<file path="src/hw/rtl/kst_pkg.sv">
package kst_pkg;

  localparam int MAX_VERTICES = 32;
  localparam int EDGE_SLOTS   = 512;
  localparam int WEIGHT_BITS  = 20;

  localparam int VTX_W  = $clog2(MAX_VERTICES);
  localparam int CNT_W  = $clog2(EDGE_SLOTS + 1);
  localparam int VC_W   = 6;
  localparam int COST_W = 25;
  localparam int ADDR_W = 3;

  localparam logic [COST_W-1:0] COST_MAX = {COST_W{1'b1}};
  localparam logic [VC_W-1:0]   NV_MAX   = VC_W'(MAX_VERTICES);

  // register index taken from paddr[2]
  localparam logic REG_VERTEX_COUNT = 1'b0;

  localparam logic KIND_EDGE    = 1'b0;
  localparam logic KIND_SUMMARY = 1'b1;

  typedef struct packed {
    logic [VTX_W-1:0]       a;
    logic [VTX_W-1:0]       b;
    logic [WEIGHT_BITS-1:0] w;
  } edge_t;

  // broadcast to every sort cell
  typedef struct packed {
    logic  clear;
    logic  insert;
    logic  pop;
    edge_t new_edge;
  } sort_ctl_t;

  // broadcast to every label cell
  typedef struct packed {
    logic             init;
    logic             merge;
    logic [VTX_W-1:0] la;
    logic [VTX_W-1:0] lb;
  } label_ctl_t;

  typedef enum logic {
    ST_LOAD,
    ST_SCAN
  } state_t;

endpackage

</file>
<file path="src/hw/rtl/kst_label_cell.sv">
module kst_label_cell (
  input  logic                       clk,
  input  logic                       rst_n,
  input  kst_pkg::label_ctl_t        ctl,
  input  logic [kst_pkg::VTX_W-1:0]  cell_idx,
  output logic [kst_pkg::VTX_W-1:0]  lab_r
);

  logic [kst_pkg::VTX_W-1:0] lab_nxt;

  always_comb begin
    lab_nxt = lab_r;
    if (ctl.init) begin
      lab_nxt = cell_idx;
    end else if (ctl.merge && (lab_r == ctl.la)) begin
      lab_nxt = ctl.lb;
    end
  end

  always_ff @(posedge clk) begin
    if (!rst_n) begin
      lab_r <= cell_idx;
    end else begin
      lab_r <= lab_nxt;
    end
  end

endmodule

</file>
<file path="config.mk">
export PLATFORM = sky130hd
export DESIGN_NAME = kst_label_cell
export DESIGN_NICKNAME = d
export VERILOG_FILES = /design/src/hw/rtl/kst_pkg.sv /design/src/hw/rtl/kst_label_cell.sv
export SDC_FILE = /design/constraint.sdc
export NUM_CORES = 1
export LEC_CHECK = 0
export ABC_AREA = 1
export BUFFER_PORTS_ARGS = -buffer_cell sky130_fd_sc_hd__buf_2
export CORE_AREA = 4 4 41 43
export CTS_BUF_LIST = sky130_fd_sc_hd__clkbuf_4 sky130_fd_sc_hd__clkbuf_8
export CTS_CLUSTER_SIZE = 14
export DETAILED_ROUTE_END_ITERATION = 16
export DIE_AREA = 0 0 45 47
export PLACE_DENSITY = 0.65
export SYNTH_ARGS = -nofsm -noshare
export SYNTH_HDL_FRONTEND = slang
export SYNTH_SLANG_ARGS = --single-unit
</file>
<file path="constraint.sdc">
create_clock -name clk -period 1.2 [get_ports clk]
set_input_delay 0.18 -clock clk [delete_from_list [all_inputs] [get_ports clk]]
set_output_delay 0.18 -clock clk [all_outputs]
set_load 0.01 [all_outputs]
</file>
==> impl_summary.log, run 1 <==
[metrics] global-route wire length before repair: 1210 µm
[metrics] number of nets produced by synthesis: 71
[metrics] buffers added on ports: 23
[metrics] internal power summed over all cells: 0.418 mW
[metrics] Top reg by flops: lab_r
[metrics] switching part of the total power: 25.0%
[metrics] final HPWL from detailed placement: 603 µm
[metrics] initial DRC count: 2
[metrics] worst hold slack across all endpoints: 215 ps
[metrics] Detailed Route WL: 680 µm
[metrics] antenna cell count: 0
[metrics] Post-Syn Area: 335 µm²
[metrics] final hold viol count: 0
[metrics] transition time at the pin with the least slew margin: 204 ps
[metrics] least setup slack across all paths after layout: 64.3 ps
[metrics] chain of cells forming the critical path: nand2_1, nand2_1, nor2_2, nand3_2, nand2_4
[metrics] Clock H-tree levels: 1
[metrics] Layout fillers: 142
[metrics] Die Y-Extent: 47 µm
[metrics] Global Route Usage Sum: 8.02%
[metrics] DRC: 0
[metrics] peak ir drop on the vdd network: 366 µV
[metrics] biggest fanout along the worst timing path: 5
[metrics] number of non-filler instances in the completed layout: 94
[metrics] number of global-route vias before repair: 317
[metrics] cell occurring most often along the worst timing path: sky130_fd_sc_hd__nand2_1
[metrics] outcome: complete, no violations
[metrics] Sequential Power Share: 40.1%
[metrics] number of buffers inserted during clock tree synthesis: 3
[metrics] part of the power in the clock network: 38.0%
[metrics] total power after layout: 0.558 mW
[metrics] standard cell core area: 1300 µm²
[metrics] largest net degree at the start of global routing: 8
[metrics] floorplan row count: 13
[metrics] data arrival at the endpoint of the critical path: 1080 ps
[metrics] flip-flop count of the largest register after layout: 5
[metrics] Avg WL per Cell: 7.23 µm
[metrics] start-to-end type of the worst setup path: register to register
[metrics] Worst Path Required: 1150 ps
[metrics] most area-consuming cells after synthesis: sky130_fd_sc_hd__edfxtp_1 (45%), sky130_fd_sc_hd__nand2_1 (34%), sky130_fd_sc_hd__inv_1 (11%)
[metrics] achievable frequency: 881 MHz
[metrics] overflow left after global routing: 0
[metrics] post-route standard cell area excluding fillers: 522 µm²
[metrics] post-CTS repair timing setup buffer count: 0
[metrics] Netlist cell types: 7
[metrics] slew margin rel.: 86.4%
[metrics] combinational share of power: 21.8%
[metrics] synthesized instance count: 52
[metrics] crit-path max cell delay: 410 ps
[metrics] ratio of routed vias to standard cells: 3.87
[metrics] share of the synthesized area in the top cell type: 44.8%
[metrics] clock latency reported for the late side of the worst-skew pair: 240 ps
[metrics] number of antenna-violating nets in the routed design: 0
[metrics] register area share after synthesis: 44.8%
[metrics] flop and latch count out of synthesis: 5
[metrics] area added between synthesis and finish: 55.6%
[metrics] Worst Setup Start Kind: register
[metrics] cell taking the most area after synthesis: sky130_fd_sc_hd__edfxtp_1
[metrics] hold bufs inserted after CTS: 0
[metrics] CTS tree: built
[metrics] Setup-failing EPs final: 0
[metrics] routed length on met3: 115 µm
[metrics] number of iterations in the first detailed-routing pass: 4
[metrics] number of antenna violations at the first check in global routing: 0
[metrics] I/O Pins: 24
[metrics] static leakage power: 0.314 nW
[metrics] final weighted congestion in routability-driven placement: 0.679
[metrics] setup skew after layout: 1.56 ps
[metrics] RSZ-0062 raised after global routing: yes
[metrics] instance count after placement with tap cells included: 90
[metrics] clock transition at the register clock pins on the worst setup and hold paths after CTS: 40 ps
[metrics] Metal-1 WL: 262 µm
[metrics] Critical Path Sink Type: register
[metrics] crit path max-delay cell type: sky130_fd_sc_hd__edfxtp_1
[metrics] total power per unit cell area: 1070 nW/µm²
[metrics] switching power summed over all nets: 0.139 mW
[metrics] cell at the root of the clock tree: sky130_fd_sc_hd__clkbuf_4
[metrics] buffer levels on the longest clock path: 2
[metrics] Setup Slack @ Placement: -15.9 ps
[metrics] Die Area: 2120 µm²
[metrics] reported max-cap violation count: 0
[metrics] horizontal extent of the die: 45 µm
[metrics] class of the worst hold path: primary input to register
[metrics] post-detailed-placement cell area: 469 µm²
[metrics] share of cells above drive strength 1: 44.3%
[metrics] period utilisation layout: 94.6%
[metrics] post-layout min period: 1140 ps
[metrics] sink count of the clock tree: 5
[metrics] Post-layout nets: 99
[metrics] amount of wire on met2 after detailed routing: 295 µm
[metrics] DR vias: 364
[metrics] initial core utilization: 25.8%
[metrics] syn avg cell area: 6.45 µm²
[metrics] number of warning messages in the yosys log: 0
[metrics] top sig layer: met4
[metrics] registers with the most flip-flops: lab_r: 5 flops
[metrics] count of pins over their slew limit: 0
==> timing repair <==
item | 4_1_cts | 5_1_grt
gates resized for setup | 1 | 6
pin swaps | 0 | 4
gates cloned | 0 | 0
setup endpoints to repair | 5 | 5
==> worst max-delay path, delay by kind of cell, from the launching register on <==
kind / cells / cell delay (ps)
flip-flops: 1 / 410
AND/OR/NAND/NOR: 5 / 450
==> final cells by class <==
type | instances | area (µm²) | share of cell area, %
Multi-Input combinational cell | 36 | 166 | 31.9
Sequential cell | 5 | 150 | 28.8
Timing Repair Buffer | 23 | 115 | 22.1
Inverter | 11 | 41.3 | 7.91
Clock buffer | 4 | 30.0 | 5.76
Tap cell | 15 | 18.8 | 3.60
==> power by group through the flow <==
stage	clock network [mW]	registers, mW	logic, mW
6_report	0.212	0.224	0.122
5_1_grt	0.226	0.227	0.141
4_1_cts	0.218	0.224	0.113
3_5_place_dp	0	0.227	0.112
3_3_place_gp	0	0.227	0.110
2_1_floorplan	0	0.235	0.0499
==> Yosys cell counts (all sizes together) <==
| cell type | number |
|---|---|
| nand3 | 1 |
| nand2 | 30 |
| edfxtp | 5 |
| nor2 | 5 |
| inv | 11 |
==> per-stage QoR <==
stage | util, % | setup TNS, ps
after floorplan | - | 0
after global placement | 36.1 | 0
after detailed placement | 36.1 | -79.0
after CTS | 38.6 | 0
after global routing | 40.1 | -70.0
final | 40.1 | 0
==> cells in the final DEF (no fill, tap or decap), drive strengths merged <==
cell type	count
nand2	30
buf	23
nor2	5
inv	11
edfxtp	5
nand3	1
clkbuf	4
==> logic make-up (layout without fill, tap and decap cells) <==
kind of cell	count (synthesis)	in the layout	synth area share, %
simple gates	36	36	42.9
buf+inv	11	38	12.3
flops	5	5	44.8
==> per-layer routing <==
layer	up-vias	GRT usage [%]
met5	-	0
met4	0	7.02
met3	2	3.07
met2	18	11.6
met1	138	9.24
li1	206	-
==> path summary, 6_finish.rpt <==
check	start	to	slack [ps]	cells after the start
hold reg to reg	lab_r[1]$_DFFE_PP_	lab_r[4]$_DFFE_PP_	820	5
setup / recovery	lab_r[3]$_DFFE_PP_	lab_r[0]$_DFFE_PP_	60	5
setup reg to reg	lab_r[3]$_DFFE_PP_	lab_r[0]$_DFFE_PP_	60	5
hold / removal	cell_idx[1]	lab_r[1]$_DFFE_PP_	220	3
Power figures use the tool's default switching activity.
==> inputs of run 2 (changes only) <==
- CTS_BUF_LIST: sky130_fd_sc_hd__clkbuf_4 sky130_fd_sc_hd__clkbuf_8 -> unset
==> run 2 against run 1 <==
Effect of this change:
- die area unchanged
- setup slack hardly changed
- highest routed layer unchanged
- via count is the same
- critical path depth unchanged
- sequential power is essentially flat
- clock skew up 0.89 ps
- largest cell class unchanged
==> impl_summary.log, run 2 (synthesis gave the netlist of run 1 again) <==
[metrics] ratio of routed vias to standard cells: 3.87
[metrics] worst hold start: cell_idx[1]
[metrics] internal power summed over all cells: 0.396 mW
[metrics] buffers added on ports: 23
[metrics] count of pins over their slew limit: 0
[metrics] biggest fanout along the worst timing path: 5
[metrics] post-layout min period: 1140 ps
[metrics] Die Y-Extent: 47 µm
[metrics] Worst Path Required: 1150 ps
[metrics] Register-to-Register Path Depth: 5
[metrics] Sequential Power Share: 41.5%
[metrics] number of non-filler instances in the completed layout: 94
[metrics] hold-critical path endpoint: lab_r[1]$_DFFE_PP_
[metrics] clock latency reported for the late side of the worst-skew pair: 240 ps
[metrics] largest net degree at the start of global routing: 8
[metrics] Total Negative Setup Slacks: 0 ps
[metrics] transition time at the pin with the least slew margin: 203 ps
[metrics] Detailed Route WL: 688 µm
[metrics] number of cells on the worst hold path: 3
[metrics] peak ir drop on the vdd network: 485 µV
[metrics] post-detailed-placement cell area: 469 µm²
[metrics] start-to-end type of the worst setup path: register to register
[metrics] part of the power in the clock network: 35.9%
[metrics] post-route standard cell area excluding fillers: 518 µm²
[metrics] Global Route Usage Sum: 8.26%
[metrics] Top reg by flops: lab_r
[metrics] slew margin rel.: 86.4%
[metrics] clock transition at the register clock pins on the worst setup and hold paths after CTS: 40 ps
[metrics] Reg2Reg Setup Slack: 60 ps
[metrics] most frequent standard cell in the layout excluding fill and tap cells: sky130_fd_sc_hd__nand2_1
[metrics] Worst Setup Start Kind: register
[metrics] most used cells in the layout excluding fill and tap cells: sky130_fd_sc_hd__nand2_1 (28), sky130_fd_sc_hd__buf_2 (23), sky130_fd_sc_hd__inv_1 (10)
[metrics] final HPWL from detailed placement: 603 µm
[metrics] Die Area: 2120 µm²
[metrics] buffer levels on the longest clock path: 2
[metrics] final weighted congestion in routability-driven placement: 0.679
[metrics] outcome: complete, no violations
[metrics] switching power summed over all nets: 0.143 mW
[metrics] setup skew after layout: 2.45 ps
[metrics] initial DRC count: 2
[metrics] class of the worst hold path: primary input to register
[metrics] overflow left after global routing: 0
[metrics] share of cells above drive strength 1: 43.0%
[metrics] Setup-failing EPs final: 0
[metrics] Clock H-tree levels: 1
[metrics] Post-layout nets: 99
[metrics] I/O Pins: 24
[metrics] DRC: 0
[metrics] Critical Path Sink Type: register
[metrics] cell family with the largest share of critical-path delay: simple AND/OR/NAND/NOR gates
[metrics] number of buffers inserted during clock tree synthesis: 3
[metrics] initial core utilization: 25.8%
[metrics] static leakage power: 0.311 nW
[metrics] Layout fillers: 143
[metrics] combinational share of power: 22.6%
[metrics] global-route wire length before repair: 1210 µm
[metrics] total power after layout: 0.539 mW
[metrics] reported max-cap violation count: 0
[metrics] antenna cell count: 0
[metrics] Critical R2R Launch: lab_r[3]$_DFFE_PP_
[metrics] worst hold slack across all endpoints: 209 ps
[metrics] flip-flop count of the largest register after layout: 5
[metrics] post-CTS repair timing setup buffer count: 0
[metrics] period utilisation layout: 94.7%
[metrics] DR vias: 364
[metrics] number of iterations in the first detailed-routing pass: 3
[metrics] number of global-route vias before repair: 317
[metrics] crit path max-delay cell type: sky130_fd_sc_hd__edfxtp_1
[metrics] CTS tree: built
[metrics] Avg WL per Cell: 7.32 µm
[metrics] final hold viol count: 0
[metrics] data arrival at the endpoint of the critical path: 1090 ps
[metrics] cell occurring most often along the worst timing path: sky130_fd_sc_hd__nand2_1
[metrics] achievable frequency: 880 MHz
[metrics] floorplan row count: 13
[metrics] Setup crit start: lab_r[3]$_DFFE_PP_
[metrics] horizontal extent of the die: 45 µm
[metrics] total power per unit cell area: 1040 nW/µm²
[metrics] sink count of the clock tree: 5
[metrics] number of antenna violations at the first check in global routing: 0
[metrics] number of antenna-violating nets in the routed design: 0
[metrics] crit-path max cell delay: 410 ps
[metrics] instance count after placement with tap cells included: 90
[metrics] cell at the root of the clock tree: sky130_fd_sc_hd__clkbuf_4
[metrics] Reg-to-Reg End: lab_r[2]$_DFFE_PP_
[metrics] standard cell core area: 1300 µm²
[metrics] chain of cells forming the critical path: nand2_1, nand2_1, nor2_2, nand3_2, nand2_4
[metrics] Worst Path Buf+Inv: 0
[metrics] RSZ-0062 raised after global routing: yes
[metrics] switching part of the total power: 26.5%
[metrics] registers with the most flip-flops: lab_r: 5 flops
[metrics] area added between synthesis and finish: 54.5%
[run 2: worst reg2reg max path: cells and delay by family, from the launching register on]
family        cells  cell delay [ps]
flops             1              410
simple gates      5              450
[run 2: metal layers]
layer / routed length, µm / vias up / global-route usage [%]
met1: 260 / 135 / 9.24
met4: 21 / 0 / 8.77
li1: - / 205 / -
met5: 0 / - / 0
met2: 286 / 20 / 11.6
met3: 119 / 4 / 3.07
[run 2: timing repair]
action,4_1_cts,5_1_grt
hold buffers,0,0
resized for setup,1,6
pin swaps,0,4
endpoints found under the setup margin,5,5
[run 2: cell type report]
class	count	area (µm²)	share of cell area [%]
clock buffers	4	26.3	5.07
inverters	11	41.3	7.97
well taps	15	18.8	3.62
repair buffers	23	115	22.2
multi-input cells	36	166	32.1
flip-flops and latches	5	150	29.0
[run 2: how the worst max path moves through the flow]
stage | to | slack (ps) | cells past startpoint
after floorplan | lab_r[0]$_DFFE_PP_ | 40 | 5
after global placement | lab_r[1]$_DFFE_PP_ | 20 | 5
after detailed placement | lab_r[3]$_DFFE_PP_ | -20 | 5
after CTS | lab_r[2]$_DFFE_PP_ | 30 | 5
after global routing | lab_r[3]$_DFFE_PP_ | -20 | 5
final | lab_r[2]$_DFFE_PP_ | 60 | 5
[run 2: stage by stage]
stage	util [%]	setup slack [ps]
2_1_floorplan	-	39.9
3_3_place_gp	36.1	20.7
3_5_place_dp	36.1	-15.9
4_1_cts	38.3	34.3
5_1_grt	39.8	-16.4
6_report	39.8	63.9
[run 2: power by group through the flow]
stage	combinational [mW]	clock (mW)	sequential (mW)
2_1_floorplan	0.0499	0	0.235
3_3_place_gp	0.110	0	0.227
3_5_place_dp	0.112	0	0.227
4_1_cts	0.113	0.198	0.224
5_1_grt	0.141	0.207	0.227
6_report	0.122	0.193	0.224
