$ cat src/hw/rtl/kst_pkg.sv
package kst_pkg;

  localparam int MAX_VERTICES = 32;
  localparam int EDGE_SLOTS   = 512;
  localparam int WEIGHT_BITS  = 20;

  localparam int VTX_W  = $clog2(MAX_VERTICES);
  localparam int CNT_W  = $clog2(EDGE_SLOTS + 1);
  localparam int VC_W   = 6;
  localparam int COST_W = 25;
  localparam int ADDR_W = 3;

  localparam logic [COST_W-1:0] COST_MAX = {COST_W{1'b1}};
  localparam logic [VC_W-1:0]   NV_MAX   = VC_W'(MAX_VERTICES);

  // register index taken from paddr[2]
  localparam logic REG_VERTEX_COUNT = 1'b0;

  localparam logic KIND_EDGE    = 1'b0;
  localparam logic KIND_SUMMARY = 1'b1;

  typedef struct packed {
    logic [VTX_W-1:0]       a;
    logic [VTX_W-1:0]       b;
    logic [WEIGHT_BITS-1:0] w;
  } edge_t;

  // broadcast to every sort cell
  typedef struct packed {
    logic  clear;
    logic  insert;
    logic  pop;
    edge_t new_edge;
  } sort_ctl_t;

  // broadcast to every label cell
  typedef struct packed {
    logic             init;
    logic             merge;
    logic [VTX_W-1:0] la;
    logic [VTX_W-1:0] lb;
  } label_ctl_t;

  typedef enum logic {
    ST_LOAD,
    ST_SCAN
  } state_t;

endpackage

$ cat src/hw/rtl/kst_sort_cell.sv
module kst_sort_cell (
  input  logic              clk,
  input  logic              rst_n,
  input  kst_pkg::sort_ctl_t ctl,
  input  kst_pkg::edge_t    left_edge,
  input  logic              left_valid,
  input  logic              left_open,
  input  kst_pkg::edge_t    right_edge,
  input  logic              right_valid,
  output kst_pkg::edge_t    edge_r,
  output logic              valid_r,
  output logic              open
);

  kst_pkg::edge_t edge_nxt;
  logic           valid_nxt;

  // open: the new edge belongs here or further left (equal weights stay ahead)
  assign open = !valid_r || (edge_r.w > ctl.new_edge.w);

  always_comb begin
    edge_nxt  = edge_r;
    valid_nxt = valid_r;
    if (ctl.clear) begin
      valid_nxt = 1'b0;
    end else if (ctl.insert && open) begin
      if (!left_open) begin
        edge_nxt  = ctl.new_edge;
        valid_nxt = 1'b1;
      end else begin
        edge_nxt  = left_edge;
        valid_nxt = left_valid;
      end
    end else if (ctl.pop) begin
      edge_nxt  = right_edge;
      valid_nxt = right_valid;
    end
  end

  always_ff @(posedge clk) begin
    if (!rst_n) begin
      valid_r <= 1'b0;
    end else begin
      valid_r <= valid_nxt;
    end
    edge_r <= edge_nxt;
  end

endmodule

$ cat config.mk
export PLATFORM = sky130hd
export DESIGN_NAME = kst_sort_cell
export DESIGN_NICKNAME = d
export VERILOG_FILES = /design/src/hw/rtl/kst_pkg.sv /design/src/hw/rtl/kst_sort_cell.sv
export SDC_FILE = /design/constraint.sdc
export NUM_CORES = 1
export LEC_CHECK = 0
export ABC_AREA = 1
export BUFFER_PORTS_ARGS = -buffer_cell sky130_fd_sc_hd__buf_4
export CORE_MARGIN = 10
export CORE_UTILIZATION = 49
export DETAILED_ROUTE_END_ITERATION = 12
export PLACE_DENSITY = 0.87
export SYNTH_ARGS = -nofsm -noshare
export SYNTH_HDL_FRONTEND = slang
export SYNTH_SLANG_ARGS = --single-unit
$ cat constraint.sdc
create_clock -name clk -period 8.9 [get_ports clk]
set_input_delay 1.335 -clock clk [delete_from_list [all_inputs] [get_ports clk]]
set_output_delay 1.335 -clock clk [all_outputs]
set_load 0.02 [all_outputs]
==> results of run 1 <==
flip-flops by register name (all words and copies together), names as in the netlist:
name,count
edge_r,30
valid_r,1
cell type report:
cell class / count / area, µm²
Fill cell: 396 / 1310
Clock buffer: 8 / 80.1
Multi-Input combinational cell: 197 / 1260
Tap cell: 67 / 83.8
Timing Repair Buffer: 129 / 968
Sequential cell: 31 / 921
Inverter: 34 / 133
metal layers:
layer  vias up  part of all wire [%]
li1       1151                     -
met2        80                    53
met3         4                   7.1
met5         -                     0
met1      1061                    38
met4         0                   1.0
path summary, 6_finish.rpt:
path           endpoint  slack, ns
max reg2reg  edge_r[13]       5.91
max                open       4.90
min reg2reg     valid_r       0.51
min             valid_r       0.51
power by group through the flow:
stage	clock [mW]	combinational (mW)	sequential (mW)
floorplan	0	0.0655	0.197
global placement	0	0.136	0.183
detailed placement	0	0.141	0.184
CTS	0.108	0.141	0.181
global route	0.115	0.154	0.182
finish	0.107	0.140	0.181
synth_stat cells:
cell type  count
nor2_2         1
nand2_4        1
or2_2         11
nand2_2        3
inv_2          1
edfxtp_1      30
nand4_1        1
o21ai_1        1
buf_2          6
buf_12         3
nor2_4         1
clkbuf_1       3
inv_1         31
inv_6          1
nor2_1         5
nand2_1      110
dfxtp_1        1
a21o_1         1
nand3_1        3
o211ai_2      30
ha_1          20
a21oi_1        9
clkinv_1       1
cell families (layout without fill, tap and decap cells):
kind of cell | Yosys count | count (layout)
buffers and inverters | 46 | 171
AND/OR/NAND/NOR | 136 | 136
flip-flops | 31 | 31
AO/OA/AOI/OAI | 41 | 41
adder cells (fa/ha/maj) | 20 | 20
stage by stage:
step	instance area [µm²]	setup slack, ns	hold slack (ns)
CTS	3450	4.89	0.512
global placement	3370	4.90	0.499
floorplan	2410	4.36	0.577
finish	3450	4.90	0.509
detailed placement	3370	4.83	0.503
global route	3450	4.71	0.533
critical path: stages:
cell	delay, ns
buf_4	0.08
inv_1	0.05
ha_1	0.29
nand2_1	0.07
nor2_1	0.13
nand2_2	0.08
nor2_2	0.13
nand2_1	0.06
nand3_1	0.08
nand2_1	0.09
nand2_2	0.11
buf_4	0.15
==> flow_summary.ini, run 1 <==
[detailed_routing]
drc = 0
num_vias = 2296
avgRoutedWirePerCell_um = 15.9
totalWireLength_mm = 7.42
firstDrtPassIters = 4
first_iter_violations = 96
drtAntennaViolNets = 0
vias_per_cell = 4.93

[critical_path]
rr_startpoint = edge_r[15]
startpoint_type = input pin
critPathArrivalTime_ns = 2.67
critical_path_class = input pin to output pin
crit_start = ctl[15]
r2r_cells = 11
cp-end-kind = output pin
cp_data_required_time_ns = 7.57
critPathMaxFanout = 3

[logic_synthesis]
synth_top_family_by_area = simple AND/OR/NAND/NOR gates
synth_fa_ha_area_share_pct = 10.4
yosys_warnings = 0
synth_cell_type_count = 23
synth_area_leader_cell = edfxtp_1
synthXorXnorAreaFrac_pct = 0
synthCells = 274
ys_top_cells_by_area = edfxtp_1 37%, nand2_1 17%, o211ai_2 16%
syn_area_um2 = 2410
yosys.area_share.simple_pct = 23.6
synth-seq-cells = 31
synth_compound_area_share_pct = 18.0
ys_seq_area_share_pct = 38.3
avgSynthCellArea_um2 = 8.79
netlist.area_leader.share_pct = 37.4
muxShareOfSynthArea_pct = 0
syn_nets = 392

[job]
maxCapViolCount = 0

[final_layout]
layout_commonest_cell = buf_4
drive_above_1_share_pct = 46.1
area_growth_pct = 43.3
final_cell_mix = 129 x buf_4, 110 x nand2_1, 31 x inv_1
insertedDiodeCount = 0
nets = 516
finalCoreUtilization_pct = 72.6
final_cells = 466

[global_routing]
grt_pass1_wl_mm = 11.7
grt_overflow = 0
busiest_layer = met2
grt_use_total_pct = 17.4
grt_pass1_vias = 2438
antenna_found_initial = 0
grt_max_degree = 51
grtUsageMet2_pct = 32.6
use_met3_pct = 6.48
met1_usage_pct = 17.4

[power_and_ir_drop]
intPower_mw = 0.297
clkPwrFrac_pct = 25.0
power_mw = 0.427
cellLeakagePower_nw = 1.79
swShare_pct = 30.5
p_seq_share_pct = 42.3
power.density_nw_per_um2 = 124
p_sw_mw = 0.130
comb_power_share_pct = 32.7
ir_worst_vdd_mv = 0.0829

[floorplanning]
initial_core_util_pct = 50.6
core_area_um2 = 4750
rows = 25
dieArea_um2 = 8120
io_pins = 130
die_h_um = 90.1
die_width_um = 90.1

[worst_hold_path]
min_from = valid_r
min_path_type = flip-flop to flip-flop
holdPathStages = 2

[timing]
finClkSkew_ns = 0.00638
setup-violations-final = 0
relSlewSlack_pct = 34.2
hold_viol = 0
worst_slew_pin_slew_ns = 0.984
fmax_mhz = 250
finalCriticalPeriod_ns = 4.00
fin_crit_sh_pct = 45.0
drv_slew = 0
rsz0062_at_grt = false
setup-tns-final_ns = 0

[clocking]
cts.htree.levels = 2
holdBufCountCts = 0
cts.sink_count = 31
cts_setup_buffers = 0
cts_root_buf = clkbuf_8
cts_tree = built
clk_path_buf_depth = 2
clk_pin_slew_ns = 0.06
cts-buffers-inserted = 5
clock_latency_ns = 0.27
post_cts_resized = 0

[placed_design]
gp_congestion = 0.820
port_buffers = 129
place_hpwl_mm = 6.02
dpl.cell_count = 458

[run_status]
status = finished, final reports clean
Power figures use the tool's default switching activity.
==> inputs of run 2 (changes only) <==
--- a/config.mk
+++ b/config.mk
@@ -8,9 +8,9 @@
 export ABC_AREA = 1
 export BUFFER_PORTS_ARGS = -buffer_cell sky130_fd_sc_hd__buf_4
 export CORE_MARGIN = 10
-export CORE_UTILIZATION = 49
+export CORE_UTILIZATION = 45
 export DETAILED_ROUTE_END_ITERATION = 12
-export PLACE_DENSITY = 0.87
+export PLACE_DENSITY = 0.8
 export SYNTH_ARGS = -nofsm -noshare
 export SYNTH_HDL_FRONTEND = slang
 export SYNTH_SLANG_ARGS = --single-unit
==> constraint.sdc (replaced) <==
create_clock -name clk -period 3.7 [get_ports clk]
set_input_delay 0.555 -clock clk [delete_from_list [all_inputs] [get_ports clk]]
set_output_delay 0.555 -clock clk [all_outputs]
set_load 0.02 [all_outputs]
==> flow_summary.ini, run 2 (synthesis results as in run 1) <==
[timing]
worst_slew_pin_slew_ns = 0.986
rsz0062_at_grt = false
finClkSkew_ns = 0.00851
drv_slew = 0
fin_ws_ns = 0.932
hold_viol = 0
relSlewSlack_pct = 34.2
fmax_mhz = 361
setup-tns-final_ns = 0
finalCriticalPeriod_ns = 2.77
fin_crit_sh_pct = 74.8
setup-violations-final = 0

[final_layout]
final_cell_mix = 129 x buf_4, 110 x nand2_1, 31 x inv_1
area_growth_pct = 45.4
multi_input_area_um2 = 1260
layout_commonest_cell = buf_4
drive_above_1_share_pct = 46.8
largest_reg_flops = 30
regMostFlops = edge_r
final_cells = 470
nFillCells = 435
insertedDiodeCount = 0
reg_top3 = edge_r: 30 flops, valid_r: 1 flops
nets = 517
seqCellArea_um2 = 921

[detailed_routing]
first_iter_violations = 68
drc = 0
firstDrtPassIters = 4
vias_per_cell = 4.90
avgRoutedWirePerCell_um = 15.5
totalWireLength_mm = 7.30
num_vias = 2303
drtAntennaViolNets = 0

[placed_design]
gp_congestion = 0.742
dpl.cell_count = 462
place_hpwl_mm = 5.89
preCtsSetupSlack_ns = 0.639
port_buffers = 129

[global_routing]
antenna_found_initial = 0
grt_use_total_pct = 16.6
grt_max_degree = 51
grt_overflow = 0
grt_pass1_vias = 2442
grt_pass1_wl_mm = 11.7

[critical_path]
cp_data_required_time_ns = 3.69
startpoint_type = flip-flop
critPathArrivalTime_ns = 2.75
cp-end-kind = flip-flop
critPathMaxFanout = 34
critical_path_class = flip-flop to flip-flop
r2r_cells = 12

[floorplanning]
rows = 26
die_width_um = 93.1
initial_core_util_pct = 46.8
die_h_um = 93.1
dieArea_um2 = 8680
core_area_um2 = 5140
io_pins = 130

[power_and_ir_drop]
power_mw = 1.10
cellLeakagePower_nw = 1.82
power.density_nw_per_um2 = 313
ir_worst_vdd_mv = 0.355

[clocking]
cts.htree.levels = 2
clk_path_buf_depth = 2
clk_pin_slew_ns = 0.07
clock_latency_ns = 0.28
cts_setup_buffers = 0
cts.sink_count = 31
cts_root_buf = clkbuf_8
cts_tree = built
cts-buffers-inserted = 5
post_cts_resized = 0
holdBufCountCts = 0

[job]
maxCapViolCount = 0

[worst_hold_path]
holdPathStages = 3
min_path_type = input pin to flip-flop

[run_status]
status = finished, final reports clean
run 2: changes by cell type in the layout (fill, tap and decap cells not counted), sizes merged:
cell    delta
clkbuf     -3
clkinv     +2
buf        +1
bufinv     +1
run 2: metal layers:
layer / vias up / wire [µm] / share of wire, % / GRT usage, %
met3: 7 / 705 / 9.7 / 6.31
met4: 0 / 86 / 1.2 / 4.88
li1: 1158 / - / - / -
met5: - / 0 / 0 / 0
met2: 79 / 3720 / 51 / 29.1
met1: 1059 / 2790 / 38 / 18.1
run 2: final timing paths:
check / end / start / slack [ns]
worst min-delay path: valid_r / rst_n / 0.52
worst max register to register: edge_r[2] / edge_r[15] / 0.93
worst min register to register: valid_r / valid_r / 0.52
worst max-delay path: edge_r[2] / edge_r[15] / 0.93
run 2: stage by stage:
stage                     hold WS (ns)  instance area, µm²  util (%)
final                            0.517                3500      68.1
after global routing             0.523                3500      68.1
after CTS                        0.509                3500      68.1
after detailed placement         0.512                3390      66.0
after global placement           0.506                3390      66.0
after floorplan                  0.577                2410         -
run 2: layout make-up:
| class | instances | area share, % |
|---|---|---|
| Multi-Input combinational cell | 197 | 36.1 |
| Inverter | 34 | 3.79 |
| Clock inverter | 3 | 1.11 |
| Tap cell | 70 | 2.50 |
| Clock buffer | 5 | 1.97 |
| Timing Repair Buffer | 130 | 28.2 |
| Sequential cell | 31 | 26.3 |
run 2: power by group:
group / switching, mW / internal [mW]
sequential: 0.0122 / 0.422
clock: 0.129 / 0.197
combinational: 0.175 / 0.161
run 2: critical path, cell delays in order, from the launching register on:
cell and delay, ns:
edfxtp_1 0.40, ha_1 0.31, nand2_1 0.07, nor2_1 0.14, nand2_2 0.08, nor2_2 0.14
nand2_1 0.08, nand3_1 0.09, nand2_1 0.07, nand2_2 0.09, nand2_4 0.24, a21oi_4 0.51
buf_12 0.23
==> inputs of run 3 (changes only) <==
==> constraint.sdc (replaced) <==
create_clock -name clk -period 2.65 [get_ports clk]
set_input_delay 0.3975 -clock clk [delete_from_list [all_inputs] [get_ports clk]]
set_output_delay 0.3975 -clock clk [all_outputs]
set_load 0.02 [all_outputs]
==> flow_summary.ini, run 3 (synthesis results as in run 1) <==
[run_status]
status = finished, final reports clean

[power_and_ir_drop]
intPower_mw = 1.05
p_seq_share_pct = 40.6
cellLeakagePower_nw = 1.83
power.density_nw_per_um2 = 425
comb_power_share_pct = 31.8
swShare_pct = 29.6
clkPwrFrac_pct = 27.7
p_sw_mw = 0.442
ir_worst_vdd_mv = 0.225
power_mw = 1.49

[critical_path]
rr_startpoint = edge_r[11]
critPathMaxFanout = 20
r2r_cells = 12
r2r-end = edge_r[21]
critical_path_class = flip-flop to flip-flop
cp_data_required_time_ns = 2.61
regToRegSetupSlack_ns = 0.30
startpoint_type = flip-flop
cpMostUsedCell = nand2_1
crit_start = edge_r[11]
crit_chain = ha_1 > nand2_1 > nor2_1 > nand2_1 > nor2_2 > nand2_1 > nand3_1 > nand2_1 > nand2_4 > nand2_4 > a21oi_4 > buf_4
cp-end-kind = flip-flop
critPathArrivalTime_ns = 2.32
slowest_delay_ns = 0.42
cpMaxStageDelayCell = edfxtp_1

[placed_design]
place_hpwl_mm = 5.98
gp_congestion = 0.787
dpl.cell_count = 464
port_buffers = 129
dpl_cell_area_um2 = 3410

[final_layout]
reg_top3 = edge_r: 30 flops, valid_r: 1 flops
layout_commonest_cell = buf_4
final_cell_mix = 132 x buf_4, 110 x nand2_1, 31 x inv_1
multi_input_area_um2 = 1280
nFillCells = 441
insertedDiodeCount = 0
final_cells = 472
regMostFlops = edge_r
drive_above_1_share_pct = 47.3
final_area_um2 = 3510
largest_reg_flops = 30
seqCellArea_um2 = 921
area_growth_pct = 45.9
nets = 519

[floorplanning]
dieArea_um2 = 8680
rows = 26
die_width_um = 93.1
die_h_um = 93.1
core_area_um2 = 5140
io_pins = 130
initial_core_util_pct = 46.8

[global_routing]
use_met3_pct = 5.44
grt_overflow = 0
grt_pass1_wl_mm = 11.4
met1_usage_pct = 17.4
grtUsageMet2_pct = 28.8
grt_use_total_pct = 16.3
grt_pass1_vias = 2368
grt_max_degree = 51
busiest_layer = met2
antenna_found_initial = 0

[clocking]
cts_root_buf = clkbuf_8
clk_pin_slew_ns = 0.07
holdBufCountCts = 0
cts.htree.levels = 2
clock_latency_ns = 0.28
cts_tree = built
post_cts_resized = 0
cts-buffers-inserted = 5
cts_setup_buffers = 0
cts.sink_count = 31
clk_path_buf_depth = 2

[detailed_routing]
drc = 0
firstDrtPassIters = 4
drtAntennaViolNets = 0
avgRoutedWirePerCell_um = 15.5
num_vias = 2249
vias_per_cell = 4.76
first_iter_violations = 79
totalWireLength_mm = 7.29

[timing]
setup-violations-final = 0
fmax_mhz = 425
drv_slew = 0
finClkSkew_ns = 0.00659
relSlewSlack_pct = 36.5
worst_slew_pin_slew_ns = 0.953
rsz0062_at_grt = false
fin_crit_sh_pct = 88.8
hold_viol = 0
finalCriticalPeriod_ns = 2.35

[worst_hold_path]
min_path_type = input pin to flip-flop
holdPathStages = 3
min_from = rst_n
worstHoldEndpoint = valid_r

[job]
maxCapViolCount = 0
==> run 3: cell types whose count changed in the layout (fill, tap and decap cells not counted), sizes merged <==
cell    before  now
clkbuf       5    8
buf        130  132
clkinv       3    1
bufinv       1    0
==> run 3: power groups by stage <==
stage / Combinational [mW] / Clock (mW) / Sequential, mW
after floorplan: 0.226 / 0 / 0.661
after global placement: 0.469 / 0 / 0.616
after detailed placement: 0.480 / 0 / 0.617
after CTS: 0.482 / 0.420 / 0.607
after global routing: 0.524 / 0.440 / 0.610
final: 0.474 / 0.413 / 0.606
==> run 3: worst max-delay path, delay by kind of cell (launching register included) <==
family | cells | cell delay [ns]
buffers and inverters | 1 | 0.29
AO/OA/AOI/OAI | 1 | 0.17
AND/OR/NAND/NOR | 9 | 0.84
adder cells (fa/ha/maj) | 1 | 0.32
flip-flops | 1 | 0.42
==> run 3: final cells by class <==
cell class / instances / area share, %
tap: 70 / 2.49
sequential: 31 / 26.2
timing repair buffer: 132 / 28.2
inverter: 34 / 3.77
clock buffer: 8 / 2.85
multi-input combinational: 197 / 36.5
==> run 3: routing by layer <==
| layer | part of all wire [%] | wire, µm |
|---|---|---|
| met1 | 39 | 2820 |
| met2 | 51 | 3690 |
| met3 | 8.9 | 648 |
| met4 | 1.9 | 136 |
| met5 | 0 | 0 |
==> run 3: through the flow <==
stage	utilization (%)	setup slack [ns]	TNS [ns]	hold WS (ns)
after floorplan	-	-0.000504	-0.0151	0.520
after global placement	66.4	0.297	0	0.526
after detailed placement	66.4	0.190	0	0.535
after CTS	68.4	0.265	0	0.342
after global routing	68.4	0.0510	0	0.363
final	68.4	0.296	0	0.346
==> run 3: worst max-delay path by stage <==
| stage | end | cells past startpoint | slack (ns) |
|---|---|---|---|
| after floorplan | edge_r[0] | 12 | -0.0005 |
| after global placement | edge_r[28] | 14 | 0.30 |
| after detailed placement | edge_r[10] | 14 | 0.19 |
| after CTS | edge_r[25] | 12 | 0.26 |
| after global routing | edge_r[28] | 12 | 0.05 |
| final | edge_r[21] | 12 | 0.30 |
